===== src/hw/rtl/gics_pkg.sv =====
`timescale 1ns / 1ps

package gics_pkg;

    localparam int MAX_SIDE_DEFAULT    = 64;
    localparam int WEIGHT_BITS_DEFAULT = 16;

    localparam int CELL_INDEX_BITS = 12;
    localparam int DRAW_BITS       = 16;
    localparam int COORD_BITS      = 32;
    localparam int STEP_BITS       = 31;
    localparam int SIDE_REG_BITS   = 7;
    localparam int DENSITY_BITS    = 16;
    localparam int CFG_DATA_BITS   = 32;
    localparam int CFG_INDEX_BITS  = 3;
    localparam int DIVIDEND_BITS   = 33;

    localparam logic [1:0] OP_WRITE  = 2'd0;
    localparam logic [1:0] OP_BUILD  = 2'd1;
    localparam logic [1:0] OP_SAMPLE = 2'd2;
    localparam logic [1:0] OP_QUERY  = 2'd3;

    localparam logic [1:0] STATUS_OK        = 2'd0;
    localparam logic [1:0] STATUS_EMPTY     = 2'd1;
    localparam logic [1:0] STATUS_OUTSIDE   = 2'd2;
    localparam logic [1:0] STATUS_WRITE_OUT = 2'd3;

    localparam logic [CFG_INDEX_BITS-1:0] CFG_GRID_WIDTH  = 3'd0;
    localparam logic [CFG_INDEX_BITS-1:0] CFG_GRID_HEIGHT = 3'd1;
    localparam logic [CFG_INDEX_BITS-1:0] CFG_ORIGIN_X    = 3'd2;
    localparam logic [CFG_INDEX_BITS-1:0] CFG_ORIGIN_Y    = 3'd3;
    localparam logic [CFG_INDEX_BITS-1:0] CFG_STEP_SIZE   = 3'd4;

    typedef struct packed {
        logic                     start;
        logic [DIVIDEND_BITS-1:0] dividend;
        logic [STEP_BITS-1:0]     divisor;
    } div_req_t;

    typedef struct packed {
        logic                     done;
        logic [DIVIDEND_BITS-1:0] quotient;
        logic [STEP_BITS-1:0]     remainder;
    } div_rsp_t;

endpackage


===== src/hw/rtl/gics_div.sv =====
`timescale 1ns / 1ps

module gics_div (
    input  logic              aclk,
    input  logic              aresetn,
    input  gics_pkg::div_req_t req,
    output gics_pkg::div_rsp_t rsp
);

    localparam int DW = gics_pkg::DIVIDEND_BITS;
    localparam int VW = gics_pkg::STEP_BITS;
    localparam int CW = $clog2(DW + 1);

    logic [VW-1:0] rem_reg;
    logic [DW-1:0] quo_reg;
    logic [VW-1:0] dvs_reg;
    logic [CW-1:0] cnt_reg;
    logic          done_reg;
    logic [VW:0]   trial;
    logic [VW+1:0] diff;

    always_comb begin
        trial = {rem_reg, quo_reg[DW-1]};
        diff  = {1'b0, trial} - {2'b00, dvs_reg};
    end

    always_ff @(posedge aclk) begin
        if (!aresetn) begin
            cnt_reg  <= '0;
            done_reg <= 1'b0;
        end else begin
            done_reg <= 1'b0;
            if (req.start) begin
                cnt_reg <= CW'(DW);
            end else if (cnt_reg != '0) begin
                cnt_reg <= cnt_reg - 1'b1;
                if (cnt_reg == CW'(1)) begin
                    done_reg <= 1'b1;
                end
            end
        end
    end

    always_ff @(posedge aclk) begin
        if (req.start) begin
            rem_reg <= '0;
            quo_reg <= req.dividend;
            dvs_reg <= req.divisor;
        end else if (cnt_reg != '0) begin
            if (!diff[VW+1]) begin
                rem_reg <= diff[VW-1:0];
                quo_reg <= {quo_reg[DW-2:0], 1'b1};
            end else begin
                rem_reg <= trial[VW-1:0];
                quo_reg <= {quo_reg[DW-2:0], 1'b0};
            end
        end
    end

    assign rsp.done      = done_reg;
    assign rsp.quotient  = quo_reg;
    assign rsp.remainder = rem_reg;

endmodule


===== config.mk =====
export PLATFORM = sky130hd
export DESIGN_NAME = gics_div
export DESIGN_NICKNAME = d
export VERILOG_FILES = /design/src/hw/rtl/gics_pkg.sv /design/src/hw/rtl/gics_div.sv
export SDC_FILE = /design/constraint.sdc
export NUM_CORES = 1
export LEC_CHECK = 0
export ABC_AREA = 1
export BUFFER_PORTS_ARGS = -buffer_cell sky130_fd_sc_hd__buf_2
export CAP_MARGIN = 25
export CORE_MARGIN = 4
export CORE_UTILIZATION = 58
export CTS_BUF_LIST = sky130_fd_sc_hd__clkbuf_8
export CTS_CLUSTER_DIAMETER = 30
export DETAILED_ROUTE_END_ITERATION = 6
export PLACE_DENSITY = 0.83
export SYNTH_ARGS = -nofsm -noshare
export SYNTH_HDL_FRONTEND = slang
export SYNTH_SLANG_ARGS = --single-unit

===== constraint.sdc =====
create_clock -name aclk -period 2.5 [get_ports aclk]
set_input_delay 0.25 -clock aclk [delete_from_list [all_inputs] [get_ports aclk]]
set_output_delay 0.25 -clock aclk [all_outputs]
set_load 0.05 [all_outputs]

==> key figures <==
Floorplanning
  • Initial cell density of the core: 0.591
  • Rows: 39
  • Die H: 116 µm
  • Num ports: 132
  • Die area: 0.0134 mm²
  • Die Wd: 116 µm
  • Core Region: 0.0114 mm²

Timing
  • Fmax: 0.423 GHz
  • Least-Margin Pin Slew: 0.578 ns
  • Slew headroom: 0.615
  • Final worst path period share: 0.946
  • Final setup vio count: 0
  • Fin. Hold Viols: 0
  • Clock Skew: 0.0212 ns
  • Crit path time final: 2.36 ns
  • Count of pins over their slew limit: 0
  • Worst Hold Slack: 0.0317 ns

Synth
  • Top cells by area, synth: edfxtp_1 29%, nand2_1 21%, dfxtp_1 11%
  • Asr flop ratio synth: 0
  • Yosys cell types: 35
  • Mapped Nets: 1,096
  • Ys flop type: edfxtp_1
  • Avg Inst Size Synth: 6.76 µm²
  • EDFF count, synth: 64
  • Sequential area share after synthesis: 0.399
  • Synth area leader: edfxtp_1
  • Yosys top cell area share: 0.286
  • Synth Instances: 995
  • Synthesized area: 0.00672 mm²
  • Yosys warning total: 0
  • Synth Register Bits: 102

Setup path
  • Most frequent CP cell: nand2_1
  • Largest stage delay, worst path: 0.37 ns
  • Delay-heaviest family, CP: simple AND/OR/NAND/NOR gates
  • CP startpoint kind: flip-flop
  • Cells along the critical path: ha_1, nand2_1, nand2_1, inv_1, nand2_1, inv_1, nand2_1, a21oi_4, nand2_8, clkbuf_16, or2_2, nand3_1, nand2_1
  • Setup crit end kind: flip-flop
  • Critical path fanouts, max: 8
  • WP buf/inv: 3
  • Worst path required time: 2.77 ns
  • Critical-path top delay cell: ha_1
  • Crit Path Class: flip-flop to flip-flop
  • Arrival @ worst endpoint: 2.64 ns

Detailed routing
  • Total number of vias: 6,399
  • Highest Signal Layer: met5
  • Wirelength per Cell: 13.5 µm
  • Met3 wire length: 1.44 mm
  • Met2 Wirelength: 8.02 mm
  • Final wirelength: 17.3 mm
  • DR DRC count: 0
  • Vias per cell: 4.98
  • Drt first pass iters: 5
  • Initial DRC count: 331
  • Antenna Nets Post-Route: 0
  • Met1 WL: 7.37 mm

Placement
  • Placed cell area: 0.00756 mm²
  • Detailed placement HPWL: 13.2 mm
  • Routability cong.: 0.978
  • Buffers on Ports: 131

Clocking
  • Cts bufs inserted: 9
  • CTS sink cnt: 102
  • CTS root buf: clkbuf_8
  • CTS H-Tree Depth: 3
  • Clk pin slew, worst setup/hold paths: 0.11 ns
  • CTS Buffer Depth: 2
  • Worst skew pair latency: 0.39 ns
  • CTS tree: done

Job
  • Reported max-cap violation count: 0

Global route
  • Vias in the first global route: 6,046
  • First-pass GRT wire length: 28.0 mm
  • Global route overflow: 0
  • Largest net degree at the start of global routing: 50
  • Initial antenna violation count: 1
  • Global Route Usage Sum: 0.264

Finish
  • Max reg flops: 33
  • Net count, final: 1,238
  • Fill cell count: 1,035
  • Final Cell Area: 0.00791 mm²
  • Synth-to-layout area growth: 17.7%
  • Share of cells above drive strength 1: 0.173
  • Inserted Diodes: 0

Power and ir drop
  • Pwr Density: 1170 mW/mm²
  • Peak VDD IR: 0.000748 V
  • LEAKAGE: 4.54 nW

Worst hold path
  • Hold Crit Class: primary input to flip-flop

Outcome
  • Outcome: complete, no violations
[stage by stage]
step | std cells | TNS, ns | total power [mW] | util | setup WS, ns
CTS | 1276 | 0 | 8.98 | 0.683 | 0.0550
finish | 1285 | 0 | 9.27 | 0.696 | 0.136
floorplan | 995 | 0 | 6.63 | - | 0.0511
global placement | 1260 | 0 | 7.80 | 0.665 | 0.211
global route | 1285 | -0.00270 | 10.0 | 0.696 | -0.00270
detailed placement | 1260 | 0 | 7.85 | 0.665 | 0.0702
[report_power, final]
group / internal (mW) / switching (mW)
clock network: 0.480 / 0.630
logic: 1.79 / 3.87
registers: 2.20 / 0.293
[area by class of cell]
cell class / instances / area, µm² / share of cell area
Multi-Input combinational cell: 663 / 3170 / 0.401
Sequential cell: 102 / 2690 / 0.339
Timing Repair Buffer: 152 / 890 / 0.112
Inverter: 209 / 785 / 0.0991
Tap cell: 143 / 179 / 0.0226
Clock buffer: 9 / 124 / 0.0157
Clock inverter: 7 / 80.1 / 0.0101
[metal layers]
| metal | track usage | vias up |
|---|---|---|
| met1 | 0.333 | 2820 |
| met5 | 0 | - |
| met2 | 0.440 | 226 |
| met4 | 0.0851 | 2 |
| li1 | - | 3318 |
| met3 | 0.0768 | 33 |
[cells by family after synthesis]
| kind of cell | Yosys count | synth area share |
|---|---|---|
| AOI/OAI and AO/OA | 76 | 0.0594 |
| adders and majority gates | 34 | 0.0644 |
| buffers and inverters | 231 | 0.135 |
| xor gates and xnor gates | 15 | 0.0195 |
| DFF | 102 | 0.399 |
| and+or+nand+nor | 537 | 0.323 |
[worst paths after layout]
check | end | startpoint | slack, ns | cells past startpoint
worst max-delay path | rem_reg[15] | rem_reg[22] | 0.14 | 13
worst max register to register | rem_reg[15] | rem_reg[22] | 0.14 | 13
worst min register to register | cnt_reg[3] | cnt_reg[3] | 0.48 | 2
worst min-delay path | dvs_reg[24] | req[24] | 0.03 | 1
[placed cells by master (no fill, tap or decap), drive strengths merged]
master,count
nand2,393
inv,211
buf,148
nor2,76
edfxtp,64
nand3,54
dfxtp,38
o21ai,36
a21oi,35
ha,33
xnor2,11
clkbuf,11
nand4,6
or2,5
xor2,4
clkinv,4
nand3b,2
dlygate4sd3,2
nor3,2
o211ai,1
o31ai,1
a21o,1
a31oi,1
a21boi,1
fa,1
bufinv,1
[timing repair]
| action | 4_1_cts | 5_1_grt |
|---|---|---|
| hold endpoints to repair | 0 | 2 |
| resized for setup | 0 | 14 |
| buffers inserted | 0 | 3 |
| endpoints found under the setup margin | 0 | 32 |
| hold buffers | 0 | 2 |
[cell usage after synthesis, types with 2 or more instances]
master and count:
a21oi_1 33, a21oi_2 2, buf_2 2, buf_4 2, buf_6 4, clkbuf_1 14
clkinv_1 3, dfxtp_1 38, edfxtp_1 64, ha_1 33, inv_1 201, inv_2 5
nand2_1 381, nand2_2 10, nand3_1 54, nand3b_1 2, nand4_1 6, nor2_1 73
nor2_2 2, o21ai_0 30, o21ai_1 6, or2_1 3, or2_2 2, xnor2_1 11
xor2_1 4
(Power assumes the default switching activity.)
